$ cat src/abad_pkg.sv
// shared types and constants for the block-average voltage meter
package abad_pkg;

	localparam int FRAC_BITS = 16;
	localparam int GAIN_W    = 16;
	localparam int SPB_W     = 7;
	localparam int WHOLE_W   = 10;
	localparam int DIGIT_W   = 4;
	localparam int HUND_W    = 7;
	localparam int CFG_IDX_W = 1;
	localparam int CFG_W     = 16;

	localparam logic [WHOLE_W-1:0] WHOLE_MAX = 10'd1023;
	localparam logic [HUND_W-1:0]  HUND_FULL = 7'd100;
	localparam logic [7:0]         TENTH_RECIP = 8'd205;
	localparam int                 TENTH_SHIFT = 11;
	localparam logic [3:0]         DEC_BASE = 4'd10;

	localparam logic [SPB_W-1:0]  SPB_RESET  = 7'd16;
	localparam logic [GAIN_W-1:0] GAIN_RESET = 16'd2000;

	typedef enum logic [CFG_IDX_W-1:0] {
		REG_SAMPLES_PER_BLOCK = 1'b0,
		REG_VOLTS_PER_COUNT   = 1'b1
	} reg_idx_t;

	typedef enum logic [2:0] {
		ST_IDLE,
		ST_MUL,
		ST_DIV,
		ST_FRAC,
		ST_DIGIT
	} state_t;

endpackage

$ cat src/adc_block_average_decimal.sv
// block-average voltage meter with shared restoring divider and decimal formatting
//
// Each request carries one ADC sample and yields one result with the held
// voltage as whole volts plus two rounded decimal digits, the sample itself and
// a valid flag. A sample that does not close a block passes only through the
// rounding and digit states. A sample that closes a block first goes through the
// gain multiply and then the restoring divider, which makes one quotient bit per
// cycle and divides the scaled sum by the sample count. No new request is taken
// until the previous one has reached the output register.
// The result sits in an output register, so the next sample is taken while a
// result waits; a following result that finds that register still full holds
// the block until the waiting one is taken.
module adc_block_average_decimal #(
	parameter int SAMPLE_BITS = 10,
	parameter int MAX_BLOCK   = 64
) (
	input  logic                                     clk,
	input  logic                                     arst_n,
	input  logic                                     cfg_we,
	input  logic [abad_pkg::CFG_IDX_W-1:0]           cfg_index,
	input  logic [abad_pkg::CFG_W-1:0]               cfg_data,
	input  logic                                     s_tvalid,
	output logic                                     s_tready,
	// sample
	input  logic [((SAMPLE_BITS+7)/8)*8-1:0]         s_tdata,
	output logic                                     m_tvalid,
	input  logic                                     m_tready,
	// volts_whole, tenths_digit, hundredths_digit, raw_latest
	output logic [((SAMPLE_BITS+18+7)/8)*8-1:0]      m_tdata,
	// measure_valid
	output logic                                     m_tuser
);

	localparam int IN_W     = ((SAMPLE_BITS + 7) / 8) * 8;
	localparam int OUT_W    = ((SAMPLE_BITS + 18 + 7) / 8) * 8;
	localparam int PAY_W    = SAMPLE_BITS + 18;
	localparam int CNT_W    = $clog2(MAX_BLOCK + 1);
	localparam int CMP_W    = (CNT_W > abad_pkg::SPB_W) ? CNT_W : abad_pkg::SPB_W;
	localparam int SUM_W    = SAMPLE_BITS + CNT_W;
	localparam int PW       = SUM_W + abad_pkg::GAIN_W;
	localparam int HELD_W   = SAMPLE_BITS + abad_pkg::FRAC_BITS;
	localparam int DCNT_W   = $clog2(PW);
	localparam int RND_W    = abad_pkg::FRAC_BITS + abad_pkg::HUND_W;

	abad_pkg::state_t state_q, state_d;

	logic [abad_pkg::SPB_W-1:0]  spb_q;
	logic [abad_pkg::GAIN_W-1:0] gain_q;
	logic [SUM_W-1:0]            sum_q;
	logic [CNT_W-1:0]            count_q;
	logic [HELD_W-1:0]           held_q;
	logic                        first_done_q;
	logic [SAMPLE_BITS-1:0]      raw_q;
	logic [PW-1:0]               prod_q;
	logic [CNT_W-1:0]            rem_q;
	logic [DCNT_W-1:0]           dcnt_q;
	logic [abad_pkg::HUND_W-1:0] hund_q;
	logic                        m_tvalid_q;
	logic [PAY_W-1:0]            out_q;
	logic                        out_user_q;

	logic                        accept;
	logic                        out_free;
	logic                        out_load;
	logic                        div_last;
	logic [CMP_W-1:0]            bsize;
	logic [CNT_W-1:0]            count_nxt;
	logic [SUM_W-1:0]            sum_nxt;
	logic                        block_end;
	logic [SAMPLE_BITS-1:0]      sample;
	logic [CNT_W:0]              trial;
	logic                        trial_ge;
	logic [CNT_W:0]              trial_sub;
	logic [RND_W-1:0]            rnd;
	logic                        carry;
	logic [abad_pkg::HUND_W-1:0] hund_adj;
	logic [SAMPLE_BITS:0]        whole_inc;
	logic [abad_pkg::WHOLE_W-1:0] whole_sat;
	logic [14:0]                 tenth_prod;
	logic [abad_pkg::DIGIT_W-1:0] tenths;
	logic [abad_pkg::HUND_W-1:0] hund_rem;

	assign sample    = s_tdata[SAMPLE_BITS-1:0];
	assign accept    = s_tvalid && s_tready;
	assign out_free  = !m_tvalid_q || m_tready;
	assign div_last  = (dcnt_q == '0);

	always_comb begin
		if (spb_q == '0) begin
			bsize = CMP_W'(1);
		end else if (CMP_W'(spb_q) > CMP_W'(MAX_BLOCK)) begin
			bsize = CMP_W'(MAX_BLOCK);
		end else begin
			bsize = CMP_W'(spb_q);
		end
	end

	assign count_nxt = count_q + CNT_W'(1);
	assign sum_nxt   = sum_q + SUM_W'(sample);
	assign block_end = CMP_W'(count_nxt) >= bsize;

	// one quotient bit per cycle
	assign trial     = {rem_q, prod_q[PW-1]};
	assign trial_ge  = trial >= {1'b0, count_q};
	assign trial_sub = trial - {1'b0, count_q};

	// round fraction to hundredths, half up
	assign rnd = RND_W'(held_q[abad_pkg::FRAC_BITS-1:0]) * RND_W'(abad_pkg::HUND_FULL)
		+ RND_W'(1 << (abad_pkg::FRAC_BITS - 1));

	assign carry     = (hund_q == abad_pkg::HUND_FULL);
	assign hund_adj  = carry ? '0 : hund_q;
	assign whole_inc = {1'b0, held_q[HELD_W-1:abad_pkg::FRAC_BITS]} + (SAMPLE_BITS+1)'(carry);
	assign whole_sat = (whole_inc > (SAMPLE_BITS+1)'(abad_pkg::WHOLE_MAX)) ?
		abad_pkg::WHOLE_MAX : abad_pkg::WHOLE_W'(whole_inc);
	assign tenth_prod = 15'(hund_adj) * 15'(abad_pkg::TENTH_RECIP);
	assign tenths     = tenth_prod[abad_pkg::TENTH_SHIFT +: abad_pkg::DIGIT_W];
	assign hund_rem   = hund_adj -
		abad_pkg::HUND_W'(tenths) * abad_pkg::HUND_W'(abad_pkg::DEC_BASE);

	// next state
	always_comb begin
		state_d = state_q;
		unique case (state_q)
			abad_pkg::ST_IDLE: begin
				if (accept) begin
					state_d = block_end ? abad_pkg::ST_MUL : abad_pkg::ST_FRAC;
				end
			end
			abad_pkg::ST_MUL:   state_d = abad_pkg::ST_DIV;
			abad_pkg::ST_DIV: begin
				if (div_last) begin
					state_d = abad_pkg::ST_FRAC;
				end
			end
			abad_pkg::ST_FRAC:  state_d = abad_pkg::ST_DIGIT;
			abad_pkg::ST_DIGIT: begin
				if (out_free) begin
					state_d = abad_pkg::ST_IDLE;
				end
			end
			default: state_d = abad_pkg::ST_IDLE;
		endcase
	end

	// sequencer outputs
	always_comb begin
		s_tready = 1'b0;
		out_load = 1'b0;
		unique case (state_q)
			abad_pkg::ST_IDLE:  s_tready = 1'b1;
			abad_pkg::ST_DIGIT: out_load = out_free;
			default: begin
				s_tready = 1'b0;
				out_load = 1'b0;
			end
		endcase
	end

	always_ff @(posedge clk or negedge arst_n) begin
		if (!arst_n) begin
			state_q <= abad_pkg::ST_IDLE;
		end else begin
			state_q <= state_d;
		end
	end

	// register writes
	always_ff @(posedge clk or negedge arst_n) begin
		if (!arst_n) begin
			spb_q  <= abad_pkg::SPB_RESET;
			gain_q <= abad_pkg::GAIN_RESET;
		end else if (cfg_we) begin
			unique case (abad_pkg::reg_idx_t'(cfg_index))
				abad_pkg::REG_SAMPLES_PER_BLOCK: spb_q  <= cfg_data[abad_pkg::SPB_W-1:0];
				abad_pkg::REG_VOLTS_PER_COUNT:   gain_q <= cfg_data[abad_pkg::GAIN_W-1:0];
				default: ;
			endcase
		end
	end

	// accumulator and held voltage
	always_ff @(posedge clk or negedge arst_n) begin
		if (!arst_n) begin
			sum_q        <= '0;
			count_q      <= '0;
			held_q       <= '0;
			first_done_q <= 1'b0;
		end else if (accept) begin
			sum_q   <= sum_nxt;
			count_q <= count_nxt;
		end else if (state_q == abad_pkg::ST_DIV && div_last) begin
			held_q       <= prod_q[HELD_W-2:0] == '0 && !trial_ge ?
				'0 : {prod_q[HELD_W-2:0], trial_ge};
			sum_q        <= '0;
			count_q      <= '0;
			first_done_q <= 1'b1;
		end
	end

	// multiply, divide and rounding datapath
	always_ff @(posedge clk) begin
		if (accept) begin
			raw_q <= sample;
		end
		unique case (state_q)
			abad_pkg::ST_MUL: begin
				prod_q <= PW'(sum_q) * PW'(gain_q);
				rem_q  <= '0;
				dcnt_q <= DCNT_W'(PW - 1);
			end
			abad_pkg::ST_DIV: begin
				prod_q <= {prod_q[PW-2:0], trial_ge};
				rem_q  <= trial_ge ? trial_sub[CNT_W-1:0] : trial[CNT_W-1:0];
				dcnt_q <= dcnt_q - DCNT_W'(1);
			end
			abad_pkg::ST_FRAC: begin
				hund_q <= rnd[RND_W-1:abad_pkg::FRAC_BITS];
			end
			default: ;
		endcase
		if (out_load) begin
			out_q      <= {raw_q, hund_rem[abad_pkg::DIGIT_W-1:0], tenths, whole_sat};
			out_user_q <= first_done_q;
		end
	end

	always_ff @(posedge clk or negedge arst_n) begin
		if (!arst_n) begin
			m_tvalid_q <= 1'b0;
		end else if (out_load) begin
			m_tvalid_q <= 1'b1;
		end else if (m_tready) begin
			m_tvalid_q <= 1'b0;
		end
	end

	assign m_tvalid = m_tvalid_q;
	assign m_tdata  = {{(OUT_W - PAY_W){1'b0}}, out_q};
	assign m_tuser  = out_user_q;

	logic unused_in;
	assign unused_in = ^{s_tdata[IN_W-1:0], 1'b0};

	a_count_bound: assert property (@(posedge clk) disable iff (!arst_n)
		CMP_W'(count_q) <= CMP_W'(MAX_BLOCK))
		else $error("sample count above block limit");

	a_div_clears: assert property (@(posedge clk) disable iff (!arst_n)
		(state_q == abad_pkg::ST_DIV && div_last) |=> (count_q == '0 && first_done_q))
		else $error("block end did not clear accumulator");

	a_load_free: assert property (@(posedge clk) disable iff (!arst_n)
		out_load |-> (!m_tvalid || m_tready))
		else $error("result overwritten before taken");

	a_hund_range: assert property (@(posedge clk) disable iff (!arst_n)
		(state_q == abad_pkg::ST_DIGIT) |-> (hund_q <= abad_pkg::HUND_FULL))
		else $error("rounded hundredths out of range");

	a_accept_busy: assert property (@(posedge clk) disable iff (!arst_n)
		accept |=> !s_tready)
		else $error("request taken while previous one in flight");

endmodule

$ cat config.mk
export PLATFORM = sky130hd
export DESIGN_NAME = adc_block_average_decimal
export DESIGN_NICKNAME = d
export VERILOG_FILES = /design/src/abad_pkg.sv /design/src/adc_block_average_decimal.sv
export SDC_FILE = /design/constraint.sdc
export NUM_CORES = 1
export LEC_CHECK = 0
export BUFFER_PORTS_ARGS = -buffer_cell sky130_fd_sc_hd__buf_2
export CORE_ASPECT_RATIO = 0.5
export CORE_MARGIN = 2
export CORE_UTILIZATION = 65
export DETAILED_ROUTE_END_ITERATION = 10
export GPL_TIMING_DRIVEN = 0
export PLACE_DENSITY = 0.8
export SYNTH_ARGS = -nofsm -noshare
export SYNTH_HDL_FRONTEND = slang
export SYNTH_SLANG_ARGS = --single-unit
$ cat constraint.sdc
create_clock -name clk -period 11.25 [get_ports clk]
set_input_delay 1.125 -clock clk [delete_from_list [all_inputs] [get_ports clk]]
set_output_delay 1.125 -clock clk [all_outputs]
set_load 0.01 [all_outputs]
==> results of run 1 <==
-- per-stage QoR --
stage	hold slack (ps)	setup slack, ps	utilization [%]
finish	419	2990	72.1
global route	423	2620	72.1
CTS	419	3130	72.1
detailed placement	405	3170	69.9
global placement	400	3500	69.7
floorplan	400	4810	-
-- final timing paths --
kind	start	end	depth (start not counted)
max	gain_q[9]$_DFFE_PN1P_	prod_q[31]$_DFFE_PP_	22
min	raw_q[5]$_DFFE_PP_	out_q[23]$_DFFE_PP_	0
max reg2reg	gain_q[9]$_DFFE_PN1P_	prod_q[31]$_DFFE_PP_	22
min reg2reg	raw_q[5]$_DFFE_PP_	out_q[23]$_DFFE_PP_	0
max in group asynchronous	arst_n	spb_q[4]$_DFFE_PN1P_	2
min in group asynchronous	arst_n	gain_q[11]$_DFFE_PN0P_	1
-- layout make-up --
cell class	instances	area (um^2)	share of cell area, %
Multi-Input combinational cell	1356	12400	61.4
Clock buffer	17	425	2.11
Tap cell	382	478	2.37
Clock inverter	15	181	0.900
Timing Repair Buffer	64	360	1.79
Buffer	77	313	1.55
Inverter	348	1310	6.48
Sequential cell	170	4720	23.4
-- synth_stat cells (5+ instances only) --
master / number
sky130_fd_sc_hd__nand2b_1: 20
sky130_fd_sc_hd__o21bai_1: 8
sky130_fd_sc_hd__nor2b_1: 9
sky130_fd_sc_hd__o211ai_1: 6
sky130_fd_sc_hd__mux2_2: 24
sky130_fd_sc_hd__nor3_1: 16
sky130_fd_sc_hd__ha_1: 213
sky130_fd_sc_hd__and3_1: 8
sky130_fd_sc_hd__a21o_1: 16
sky130_fd_sc_hd__o21a_1: 8
sky130_fd_sc_hd__fa_1: 229
sky130_fd_sc_hd__dfrtp_1: 71
sky130_fd_sc_hd__a21oi_1: 64
sky130_fd_sc_hd__edfxtp_1: 92
sky130_fd_sc_hd__xor2_1: 27
sky130_fd_sc_hd__nor2_1: 73
sky130_fd_sc_hd__dfstp_2: 7
sky130_fd_sc_hd__xnor2_1: 46
sky130_fd_sc_hd__nand3_1: 18
sky130_fd_sc_hd__inv_1: 348
sky130_fd_sc_hd__o31ai_1: 6
sky130_fd_sc_hd__nand2_1: 288
sky130_fd_sc_hd__mux2i_1: 6
sky130_fd_sc_hd__a211oi_1: 5
sky130_fd_sc_hd__o21ai_0: 71
sky130_fd_sc_hd__clkbuf_1: 71
sky130_fd_sc_hd__a31oi_1: 9
sky130_fd_sc_hd__and2_1: 131
-- cells in the final DEF, fill, tap and decap left out, types with 4 or more instances in the layout --
| master | synthesis | routed |
|---|---|---|
| sky130_fd_sc_hd__inv_1 | 348 | 348 |
| sky130_fd_sc_hd__nand2_1 | 288 | 288 |
| sky130_fd_sc_hd__fa_1 | 229 | 229 |
| sky130_fd_sc_hd__ha_1 | 213 | 213 |
| sky130_fd_sc_hd__and2_1 | 131 | 131 |
| sky130_fd_sc_hd__edfxtp_1 | 92 | 92 |
| sky130_fd_sc_hd__nor2_1 | 73 | 72 |
| sky130_fd_sc_hd__clkbuf_1 | 71 | 71 |
| sky130_fd_sc_hd__o21ai_0 | 71 | 71 |
| sky130_fd_sc_hd__dfrtp_1 | 71 | 71 |
| sky130_fd_sc_hd__a21oi_1 | 64 | 64 |
| sky130_fd_sc_hd__buf_2 | 1 | 62 |
| sky130_fd_sc_hd__xnor2_1 | 46 | 46 |
| sky130_fd_sc_hd__xor2_1 | 27 | 27 |
| sky130_fd_sc_hd__mux2_2 | 24 | 24 |
| sky130_fd_sc_hd__nand2b_1 | 20 | 20 |
| sky130_fd_sc_hd__nand3_1 | 18 | 18 |
| sky130_fd_sc_hd__clkbuf_16 | 0 | 17 |
| sky130_fd_sc_hd__nor3_1 | 16 | 16 |
| sky130_fd_sc_hd__a21o_1 | 16 | 16 |
| sky130_fd_sc_hd__nor2b_1 | 9 | 9 |
| sky130_fd_sc_hd__a31oi_1 | 9 | 9 |
| sky130_fd_sc_hd__o21a_1 | 8 | 8 |
| sky130_fd_sc_hd__o21bai_1 | 8 | 8 |
| sky130_fd_sc_hd__and3_1 | 8 | 7 |
| sky130_fd_sc_hd__dfstp_2 | 7 | 7 |
| sky130_fd_sc_hd__o211ai_1 | 6 | 6 |
| sky130_fd_sc_hd__o31ai_1 | 6 | 6 |
| sky130_fd_sc_hd__mux2i_1 | 6 | 6 |
| sky130_fd_sc_hd__a211oi_1 | 5 | 5 |
| sky130_fd_sc_hd__buf_4 | 4 | 5 |
| sky130_fd_sc_hd__or2_2 | 4 | 4 |
| sky130_fd_sc_hd__nand4_1 | 4 | 4 |
| sky130_fd_sc_hd__o311ai_0 | 4 | 4 |
| sky130_fd_sc_hd__o41ai_1 | 4 | 4 |
| sky130_fd_sc_hd__conb_1 | 1 | 4 |
| sky130_fd_sc_hd__inv_8 | 0 | 4 |
-- registers in the layout, summed over array words and instances (netlist names), 3 cells and up --
signal   count
out_q       28
prod_q      33
raw_q       10
gain_q      16
hund_q       7
sum_q       17
held_q      26
state_q      3
rem_q        7
count_q      7
dcnt_q       6
spb_q        7
-- cells by family (layout without fill, tap and decap cells) --
logic type | after synthesis | after routing | synth area share (%)
buffers and inverters | 425 | 521 | 8.66
multiplexers | 30 | 30 | 1.77
XOR/XNOR | 73 | 73 | 3.42
flip-flops | 170 | 170 | 25.3
adder cells (fa/ha/maj) | 442 | 442 | 38.8
AO/OA/AOI/OAI | 226 | 226 | 7.61
AND/OR/NAND/NOR | 581 | 581 | 14.5
other | 1 | 4 | 0.0201
-- routing by layer --
metal	track usage [%]	up-vias
met3	7.37	125
met1	40.8	6724
met4	9.53	0
li1	-	6356
met2	51.0	557
met5	0	-
==> metrics.sh, run 1 <==
TIMING.CRITICAL_PATH.MAX_DELAY_FAMILY='adder cells'
WIRE_LENGTH_OF_THE_FIRST_GLOBAL_ROUTING_PASS_UM=70900
YOSYS_WARNINGS=0
GLOBALROUTE.TOTALOVERFLOW=0
DOMINANTREGCELLSYNTH='sky130_fd_sc_hd__edfxtp_1'
POST_CTS_RESIZED=0
SETUP_VIOL=0
DIE_WD_UM=244
CTS_MADE_BUFFERS=17
ANTENNA_FOUND_INITIAL=0
MAXSLEWHEADROOM_PCT=24.5
CATEGORY_OF_THE_WORST_SETUP_PATH_LAUNCH_POINT='register'
WORST-SLEW-PIN-TRANSITION_PS=1130
GRT_START_MAX_NET_PINS=70
NUMPLACEDINSTANCES=2397
DETAIL_ROUTE.WL_PER_CELL_UM=17.9
PLACED_CELL_AREA_UM2=19600
SYNTH_CELL_TYPE_COUNT=62
CTSLONGESTPATHBUFFERS=2
MET1_LENGTH_UM=18300
TIMING.FINAL.HOLD_VIOLATIONS=0
SYNTH.CELL_AREA_UM2=18700
NFILLCELLS=2056
FINALWEIGHTEDCONGESTION=0.948
LAYOUT.CELL_AREA.NON_FILLER_UM2=20200
SYNTH_TOP_AREA_SHARE_PCT=24.5
WORST_HOLD_PATH_TYPE='reg -> reg'
ROUTE.VIAS.TOTAL=13800
GRT_PASS1_VIAS=14000
CLOCKROOTBUFFER='sky130_fd_sc_hd__clkbuf_16'
TIMING.CRITICAL_PATH.BUF_INV=5
SYNTH_SEQ_AREA_SHARE_PCT=25.3
FLOORPLAN.ROWS=43
TOTALNEGATIVESETUPSLACK_PS=0
PLACE.PORT_BUFFERS=62
AVGVIACOUNTPERCELL=5.67
DRCVIOLATIONCOUNT=0
CRITPATHCAPTURETYPE='register'
POSTSYNTHCELLCOUNT=1948
FINALMAXSLEWVIOLATIONS=0
DIEAREA_UM2=30200
CLOCK_INSERTION_DELAY_WORST_SKEW_PS=460
RUN_STATUS='completed'
ANTENNA_VIOLATING_NETS_LEFT=0
START_UTIL_PCT=66.8
ROUTE.MET3.WL_UM=3610
PATH_CLK_SLEW_PS=70
YS_FF_LATCH=170
DRT_PASS1_ITERATIONS=5
SYNTH_AREA_PER_CELL_UM2=9.60
RSZ_0062_RAISED_AFTER_GLOBAL_ROUTING='no'
REG2REG_SLACK_PS=2990
POSTCTSSETUPBUFFERS=0
FMAX_GHz=0.121
CLOCK_SINK_COUNT=170
GRT_UTIL_ALL_LAYERS_PCT=30.8
CTSHTREEMAXLEVEL=4
FINAL_PERIOD_MINUS_WORST_SETUP_SLACK_PS=8270
CRITICAL_PATH_ARRIVAL_PS=8450
AREA_GROWTH_PCT=7.84
OVERALL_DIE_HEIGHT_UM=124
BIGGEST_AREA_CONSUMER_AMONG_SYNTHESIZED_CELLS='sky130_fd_sc_hd__fa_1'
WORSTPATHREQUIRED_PS=11430
CRIT_SLOWEST_CELL='sky130_fd_sc_hd__fa_1'
WL_UM=43500
SKEW_PS=13.7
TRITONCTS='built'
SYNTH_ENABLE_FLOP_CELLS=92
SYNTHTOPCELLSBYAREA='sky130_fd_sc_hd__fa_1 25%, sky130_fd_sc_hd__edfxtp_1 15%, sky130_fd_sc_hd__ha_1 14%'
HPWL_AFTER_DPL_UM=34500
MET2_WIRELENGTH_UM=20300
ROUTE.TOP_LAYER_USED='met4'
DRV.MAX_CAP_VIOLATION_COUNT=0
MIN_PERIOD_OVER_PERIOD_PCT=73.5
CRITICAL_PATH.MAX_STAGE_DELAY_PS=610
NUMBER_OF_INSERTED_DIODES=0
DRIVE_ABOVE_1_SHARE_PCT=7.08
DRT_ITER0_MARKERS=1210
POSTCTSHOLDBUFS=0
FLOORPLAN_CORE_AREA_UM2=28000
ASYNC_RESET_FF_SHARE_PCT=45.9
TIMING.CRITICAL_PATH.MODE_CELL='sky130_fd_sc_hd__fa_1'
FINISH.CELL_COUNT_WITHOUT_FILLERS=2429
TIMING.CRITICAL_PATH.CELLS='clkbuf_1 > clkbuf_1 > nand2_1 > fa_1 > inv_1 > fa_1 > fa_1 > fa_1 > fa_1 > inv_1 > fa_1 > inv_1 > ha_1 > a211o_1 > a2111oi_0 > a21boi_0 > nor3_1 > a21oi_1 > a21oi_1 > a21oi_1 > xor2_1 > o21ai_0'
CRITPATHKIND='reg -> reg'
IO_PINS=73
LAYOUT.NETS=2514
WORST_PATH_FANOUT_MAX=10
Power of run 1 is not shown: default switching activity piles up to over one toggle a cycle in this logic, so the estimate is an artifact.
==> run 2: changes to the inputs <==
- ABC_AREA: default -> 1
- CORE_UTILIZATION: 65 -> 59
- PLACE_DENSITY: 0.8 -> 0.76
- clock period: 11.25 -> 6.7 ns (I/O delays scaled with it)
==> metrics.sh, run 2 <==
RUN_STATUS='completed'
DRV.MAX_CAP_VIOLATION_COUNT=0  # unchanged
ROUTE.VIAS.TOTAL=16500  # +20%
MAX_FLOP_REGISTER='prod_q'
BIGGEST_AREA_CONSUMER_AMONG_SYNTHESIZED_CELLS='sky130_fd_sc_hd__fa_1'
DRCVIOLATIONCOUNT=0  # unchanged
SYNTH_ENABLE_FLOP_CELLS=92  # unchanged
WL_UM=49200  # +13%
SETUP_VIOL=0  # unchanged
POSTCTSSETUPBUFFERS=0  # unchanged
WORST_PATH_FANOUT_MAX=10  # unchanged
CRITPATHKIND='reg -> reg'
POSTSYNTHCELLCOUNT=2539  # +30%
MAXSLEWHEADROOM_PCT=33.5  # +9.1 points
GRT_UTIL_ALL_LAYERS_PCT=28.9  # -1.9 points
SYNTH_CELL_TYPE_COUNT=45  # -27%
SKEW_PS=11.4  # -2.33 ps
POSTCTSHOLDBUFS=0  # unchanged
RSZ_0062_RAISED_AFTER_GLOBAL_ROUTING='yes'
FINAL_PERIOD_MINUS_WORST_SETUP_SLACK_PS=6570  # -1700 ps
HOLD-WORST-SLACK_PS=120  # -299 ps
MIN_PERIOD_OVER_PERIOD_PCT=98.0  # +25 points
TIMING.CRITICAL_PATH.BUF_INV=6  # +1
SYNTH_SEQ_AREA_SHARE_PCT=23.4  # -1.8 points
WIRE_LENGTH_OF_THE_FIRST_GLOBAL_ROUTING_PASS_UM=80700  # +14%
NUMBER_OF_INSERTED_DIODES=0  # unchanged
SYNTH.CELL_AREA_UM2=20200  # +7.9%
DOMINANTREGCELLSYNTH='sky130_fd_sc_hd__edfxtp_1'
LAYOUT.CELLS.MOST_COMMON='sky130_fd_sc_hd__nand2_1'
SYNTH_AREA_PER_CELL_UM2=7.94  # -17%
CATEGORY_OF_THE_WORST_SETUP_PATH_LAUNCH_POINT='register'
ASYNC_RESET_FF_SHARE_PCT=45.9  # unchanged
GRT_START_MAX_NET_PINS=57  # -19%
WORST-SLEW-PIN-TRANSITION_PS=991  # -141 ps
IO_PINS=73  # unchanged
CLOCKROOTBUFFER='sky130_fd_sc_hd__clkbuf_16'
REG_TOP3='prod_q x33, out_q x28, held_q x26'
REG2REG_SLACK_PS=130  # -2850 ps
WORSTPATHREQUIRED_PS=6850  # -4580 ps
TIMING.FINAL.HOLD_VIOLATIONS=0  # unchanged
FINISH.UTILIZATION_PCT=65.0  # -7.0 points
SYNTHMUXAREASHARE_PCT=0.503  # -1.3 points
LAYOUT.NETS=3084  # +23%
CRITICAL_PATH_ARRIVAL_PS=6710  # -1740 ps
CLOCK_INSERTION_DELAY_WORST_SKEW_PS=450  # about the same
CTSLONGESTPATHBUFFERS=2  # unchanged
DIE_WD_UM=265  # +8.9%
CRIT_SLOWEST_CELL='sky130_fd_sc_hd__fa_1'
SYNTHTOPCELLSBYAREA='sky130_fd_sc_hd__fa_1 23%, sky130_fd_sc_hd__edfxtp_1 14%, sky130_fd_sc_hd__ha_1 13%'
CTSHTREEMAXLEVEL=4  # unchanged
DETAIL_ROUTE.WL_PER_CELL_UM=16.1  # -10%
FMAX_GHz=0.152  # +26%
AREA_GROWTH_PCT=7.56
TIMING.CRITICAL_PATH.MAX_DELAY_FAMILY='adder cells'
YOSYS_WARNINGS=0  # unchanged
FLOORPLAN.ROWS=47  # +9.3%
DRT_ITER0_MARKERS=1725  # +43%
NFILLCELLS=2839  # +38%
TRITONCTS='built'
SYNTH_COMPOUND_GATE_AREA_SHARE_PCT=6.08  # -1.5 points
FLOORPLAN_CORE_AREA_UM2=33300  # +19%
PLACE.PORT_BUFFERS=62  # unchanged
CLOCK_SINK_COUNT=170  # unchanged
YS_FF_LATCH=170  # unchanged
COMMONEST_NON_FILL_NON_TAP_CELLS_IN_THE_LAYOUT='678 x sky130_fd_sc_hd__nand2_1, 622 x sky130_fd_sc_hd__inv_1, 229 x sky130_fd_sc_hd__fa_1, 213 x sky130_fd_sc_hd__ha_1, 100 x sky130_fd_sc_hd__o21ai_0'
START_UTIL_PCT=60.5  # -6.3 points
PATH_CLK_SLEW_PS=80  # about the same
DIEAREA_UM2=35800  # +18%
POST_CTS_RESIZED=21  # +21
NUMBER_OF_FLIP_FLOPS_IN_THE_LARGEST_REGISTER=33  # unchanged
SYNTH_TOP_AREA_SHARE_PCT=22.7  # -1.8 points
ANTENNA_VIOLATING_NETS_LEFT=0  # unchanged
CTS_MADE_BUFFERS=17  # unchanged
POST_SYNTH_FA_HA_MAJ_AREA_FRACTION_PCT=36.0  # -2.8 points
AVGVIACOUNTPERCELL=5.38  # -5.0%
POST_SYNTH_SIMPLE_GATE_AREA_PCT=18.7  # +4.2 points
TIMING.CRITICAL_PATH.CELLS='clkbuf_1 > clkbuf_2 > nand2_1 > fa_1 > inv_1 > fa_1 > ha_1 > fa_1 > fa_1 > inv_1 > fa_1 > inv_1 > ha_1 > inv_1 > o21bai_1 > a21oi_1 > and2_1 > nand2_1 > nand3_1 > nand2_1 > nand2_1 > nand3_1 > nand2_1'
DRT_PASS1_ITERATIONS=6  # +1
CRITPATHCAPTURETYPE='register'
WORST_HOLD_PATH_TYPE='in -> async'
GRT_PASS1_VIAS=16100  # +15%
FINALMAXSLEWVIOLATIONS=0  # unchanged
YOSYS-TOP-CELLS-COUNT='678 x sky130_fd_sc_hd__nand2_1, 622 x sky130_fd_sc_hd__inv_1, 229 x sky130_fd_sc_hd__fa_1'
MAIN_COMBINATIONAL_CELL_FAMILY_BY_AREA_AFTER_SYNTHESIS='adder cells'
GLOBALROUTE.TOTALOVERFLOW=0  # unchanged
OVERALL_DIE_HEIGHT_UM=135  # +8.7%
FINALWEIGHTEDCONGESTION=0.971  # +2.5%
POST_SYNTH_XOR_XNOR_AREA_PCT=1.61  # -1.8 points
SYNTH.MOST_COMMON_CELL='sky130_fd_sc_hd__nand2_1'
HPWL_AFTER_DPL_UM=40400  # +17%
CRITICAL_PATH.MAX_STAGE_DELAY_PS=560  # -50 ps
DRIVE_ABOVE_1_SHARE_PCT=7.18  # +0.10 points
ANTENNA_FOUND_INITIAL=0  # unchanged
run 2: cell types whose count changed in the layout (fill, tap and decap cells not counted), moves of 18 or more:
cell | before | now
sky130_fd_sc_hd__inv_1 | 348 | 622
sky130_fd_sc_hd__o21ai_0 | 71 | 100
sky130_fd_sc_hd__o21ai_1 | 1 | 21
sky130_fd_sc_hd__nand3_1 | 18 | 97
sky130_fd_sc_hd__nand2_1 | 288 | 678
sky130_fd_sc_hd__nor2_1 | 72 | 97
sky130_fd_sc_hd__and2_1 | 131 | 2
sky130_fd_sc_hd__xnor2_1 | 46 | 15
sky130_fd_sc_hd__nand4_1 | 4 | 22
sky130_fd_sc_hd__clkbuf_2 | 0 | 32
sky130_fd_sc_hd__nand2b_1 | 20 | 0
sky130_fd_sc_hd__clkbuf_1 | 71 | 20
run 2: cells by family after synthesis:
logic type	count (synthesis)
flip-flops	170
buffers and inverters	721
AND/OR/NAND/NOR	931
AO/OA/AOI/OAI	228
XOR/XNOR	37
other	1
multiplexers	9
adder cells (fa/ha/maj)	442
run 2: worst paths after layout:
check	to	start	cells after the start
setup / recovery	prod_q[32]$_DFFE_PP_	sum_q[4]$_DFFE_PN0P_	23
hold / removal	held_q[18]$_DFFE_PN0P_	arst_n	1
setup reg to reg	prod_q[32]$_DFFE_PP_	sum_q[4]$_DFFE_PN0P_	23
hold reg to reg	out_q[20]$_DFFE_PP_	raw_q[2]$_DFFE_PP_	0
max in group asynchronous	gain_q[6]$_DFFE_PN1P_	arst_n	2
min in group clk	raw_q[4]$_DFFE_PP_	s_tdata[4]	1
run 2: worst reg2reg max path: cells and delay by family (launching register included):
kind / cells / cell delay (ps)
adders and majority gates: 7 / 3310
DFF: 1 / 350
AOI/OAI and AO/OA: 2 / 440
and+or+nand+nor: 8 / 1110
buffers and inverters: 6 / 1050
run 2: layout make-up:
cell class | instances | area (um^2) | area share [%]
Clock buffer | 17 | 425 | 1.96
Inverter | 626 | 2350 | 10.8
Multi-Input combinational cell | 1651 | 12700 | 58.6
Sequential cell | 170 | 4730 | 21.8
Tap cell | 441 | 552 | 2.54
Timing Repair Buffer | 67 | 402 | 1.85
Clock inverter | 15 | 159 | 0.733
Buffer | 71 | 365 | 1.68
run 2: layer usage:
metal  vias up  part of all wire, %  track usage, %
met4         0                  2.3            7.82
li1       7814                    -               -
met1      7899                   44            40.9
met2       659                   45            45.4
met3        90                  9.2            6.25
met5         -                    0               0
run 2: metrics by stage:
| step | setup WS (ps) | instances | setup TNS [ps] | cell area, um^2 |
|---|---|---|---|---|
| 5_1_grt | -90.0 | 3058 | -90.0 | 21700 |
| 3_3_place_gp | -407 | 3045 | -1260 | 21000 |
| 6_report | 134 | 3058 | 0 | 21700 |
| 3_5_place_dp | -442 | 3050 | -1310 | 21100 |
| 4_1_cts | 3.96 | 3065 | 0 | 21700 |
| 2_1_floorplan | 780 | 2542 | 0 | 20200 |
Power of run 2 is left out for the same reason.
==> run 3: changes to the inputs <==
- MAX_ROUTING_LAYER: default -> met4
==> metrics.sh, run 3 (synthesis results as in run 2) <==
RUN_STATUS='completed'
CRITPATHKIND='reg -> reg'
START_UTIL_PCT=60.5  # unchanged
MIN_PERIOD_OVER_PERIOD_PCT=97.8  # -0.23 points
WL_UM=49700  # +0.94%
CATEGORY_OF_THE_WORST_SETUP_PATH_LAUNCH_POINT='register'
WORST-SLEW-PIN-TRANSITION_PS=876  # -116 ps
COMMONEST_NON_FILL_NON_TAP_CELLS_IN_THE_LAYOUT='678 x sky130_fd_sc_hd__nand2_1, 622 x sky130_fd_sc_hd__inv_1, 229 x sky130_fd_sc_hd__fa_1, 213 x sky130_fd_sc_hd__ha_1, 99 x sky130_fd_sc_hd__o21ai_0'
CLOCK_INSERTION_DELAY_WORST_SKEW_PS=450  # about the same
DRT_ITER0_MARKERS=1442  # -16%
DETAIL_ROUTE.WL_PER_CELL_UM=16.3  # +0.97%
CLOCK_SINK_COUNT=170  # unchanged
DIE_WD_UM=265  # unchanged
CTS_MADE_BUFFERS=17  # unchanged
AREA.SEQUENTIAL_UM2=4730  # about the same
CRITICAL_PATH_ARRIVAL_PS=6700  # about the same
HPWL_AFTER_DPL_UM=40800  # +1.1%
SETUP_VIOL=0  # unchanged
AREA_OF_COMBINATIONAL_CELLS_WITH_MULTIPLE_INPUTS_UM2=12700  # about the same
RR_WORST_DEPTH=19  # -17%
MAX_FLOP_REGISTER='prod_q'
FMAX_GHz=0.153  # +0.23%
TRITONCTS='built'
FINALMAXSLEWVIOLATIONS=0  # unchanged
LAYOUT.CELLS.MOST_COMMON='sky130_fd_sc_hd__nand2_1'
PATH_CLK_SLEW_PS=80  # about the same
DIEAREA_UM2=35800  # unchanged
DRIVE_ABOVE_1_SHARE_PCT=7.19  # +0.011 points
RSZ_0062_RAISED_AFTER_GLOBAL_ROUTING='no'
GRT_PASS1_VIAS=15800  # -1.4%
IO_PINS=73  # unchanged
WORSTPATHREQUIRED_PS=6850  # about the same
MAXSLEWHEADROOM_PCT=41.3  # +7.8 points
AVGVIACOUNTPERCELL=5.34  # -0.87%
FINAL_PERIOD_MINUS_WORST_SETUP_SLACK_PS=6550  # -15.1 ps
DRT_PASS1_ITERATIONS=5  # -1
CTSLONGESTPATHBUFFERS=2  # unchanged
NUMPLACEDINSTANCES=3050  # unchanged
ROUTE.VIAS.TOTAL=16300  # -0.91%
TIMING.FINAL.HOLD_VIOLATIONS=0  # unchanged
DRCVIOLATIONCOUNT=0  # unchanged
AREA_GROWTH_PCT=7.66  # about the same
CLOCKROOTBUFFER='sky130_fd_sc_hd__clkbuf_16'
CRITPATHCAPTURETYPE='register'
POSTCTSHOLDBUFS=0  # unchanged
WORST_HOLD_PATH_TYPE='in -> async'
GRT_START_MAX_NET_PINS=54  # -5.3%
SKEW_PS=12.9  # +1.51 ps
OVERALL_DIE_HEIGHT_UM=135  # unchanged
FINALWEIGHTEDCONGESTION=0.981  # +1.0%
FINISH.UTILIZATION_PCT=65.1  # about the same
REG_TOP3='prod_q x33, out_q x28, held_q x26'
LAYOUT.NETS=3080  # -0.13%
CTSHTREEMAXLEVEL=4  # unchanged
LAYOUT.CELL_AREA.NON_FILLER_UM2=21700  # about the same
PLACED_CELL_AREA_UM2=21100  # unchanged
FINISH.CELL_COUNT_WITHOUT_FILLERS=3057  # -0.033%
NUMBER_OF_FLIP_FLOPS_IN_THE_LARGEST_REGISTER=33  # unchanged
NFILLCELLS=2818  # -0.74%
GLOBALROUTE.TOTALOVERFLOW=0  # unchanged
GRT_UTIL_ALL_LAYERS_PCT=30.1  # +1.2 points
DRV.MAX_CAP_VIOLATION_COUNT=0  # unchanged
ANTENNA_FOUND_INITIAL=3  # +3
PLACE.PORT_BUFFERS=62  # unchanged
REG2REG_SLACK_PS=150  # +20 ps
FLOORPLAN.ROWS=47  # unchanged
FLOORPLAN_CORE_AREA_UM2=33300  # unchanged
WIRE_LENGTH_OF_THE_FIRST_GLOBAL_ROUTING_PASS_UM=81100  # +0.53%
WORST_PATH_FANOUT_MAX=10  # unchanged
ANTENNA_VIOLATING_NETS_LEFT=0  # unchanged
==> run 3: changes by cell type in the layout (fill, tap and decap cells not counted), moves of 2 or more <==
cell,previous run,this run
sky130_fd_sc_hd__clkbuf_2,32,24
sky130_fd_sc_hd__clkinv_4,3,1
sky130_fd_sc_hd__clkbuf_4,0,5
sky130_fd_sc_hd__clkinv_8,4,1
sky130_fd_sc_hd__diode_2,0,3
sky130_fd_sc_hd__clkbuf_1,20,18
sky130_fd_sc_hd__buf_4,7,9
sky130_fd_sc_hd__inv_6,2,6
==> run 3: final timing paths <==
path                                            start                     end
worst max register to register  gain_q[7]$_DFFE_PN1P_    prod_q[32]$_DFFE_PP_
max in group asynchronous                      arst_n   gain_q[7]$_DFFE_PN1P_
worst min register to register     raw_q[2]$_DFFE_PP_     out_q[20]$_DFFE_PP_
worst min-delay path                           arst_n  held_q[20]$_DFFE_PN0P_
min in group clk                   raw_q[2]$_DFFE_PP_     out_q[20]$_DFFE_PP_
worst max-delay path            gain_q[7]$_DFFE_PN1P_    prod_q[32]$_DFFE_PP_
==> run 3: what timing repair did <==
action,in CTS,in global routing
setup endpoints to repair,17,19
resized for setup,30,40
setup buffers,0,0
hold endpoints to repair,0,0
==> run 3: worst max-delay path, stage by stage, from the launching register on <==
cell and delay (ps):
sky130_fd_sc_hd__dfstp_2 700, sky130_fd_sc_hd__clkbuf_2 350, sky130_fd_sc_hd__nand2_1 130, sky130_fd_sc_hd__fa_1 480, sky130_fd_sc_hd__fa_1 520, sky130_fd_sc_hd__inv_1 50, sky130_fd_sc_hd__fa_1 480, sky130_fd_sc_hd__fa_1 540
sky130_fd_sc_hd__fa_1 540, sky130_fd_sc_hd__inv_1 50, sky130_fd_sc_hd__fa_1 560, sky130_fd_sc_hd__inv_1 50, sky130_fd_sc_hd__ha_1 380, sky130_fd_sc_hd__a21oi_1 280, sky130_fd_sc_hd__a21boi_1 330, sky130_fd_sc_hd__o21ai_1 180
sky130_fd_sc_hd__a21oi_1 200, sky130_fd_sc_hd__nand3_1 90, sky130_fd_sc_hd__nand3_1 150, sky130_fd_sc_hd__nand2_1 180
==> run 3: layout make-up <==
| class | count | area share (%) |
|---|---|---|
| Sequential cell | 170 | 21.8 |
| Antenna cell | 3 | 0.0346 |
| Clock inverter | 14 | 0.703 |
| Inverter | 626 | 10.8 |
| Buffer | 67 | 1.68 |
| Tap cell | 441 | 2.54 |
| Timing Repair Buffer | 67 | 1.85 |
| Multi-Input combinational cell | 1651 | 58.5 |
| Clock buffer | 18 | 2.02 |
==> run 3: metrics by stage <==
| step | hold WS (ps) | setup TNS [ps] | setup slack (ps) |
|---|---|---|---|
| after CTS | 149 | 0 | 6.44 |
| final | 144 | 0 | 149 |
| after detailed placement | 405 | -2990 | -535 |
| after global placement | 402 | -2360 | -519 |
| after global routing | 150 | 0 | 0.590 |
| after floorplan | 374 | 0 | 780 |
==> run 3: metal layers <==
layer	track usage, %	share of wire [%]
met3	7.33	9.4
met4	6.91	2.0
met5	-	0
met1	41.9	44
met2	44.7	44
Power of run 3 is left out for the same reason.
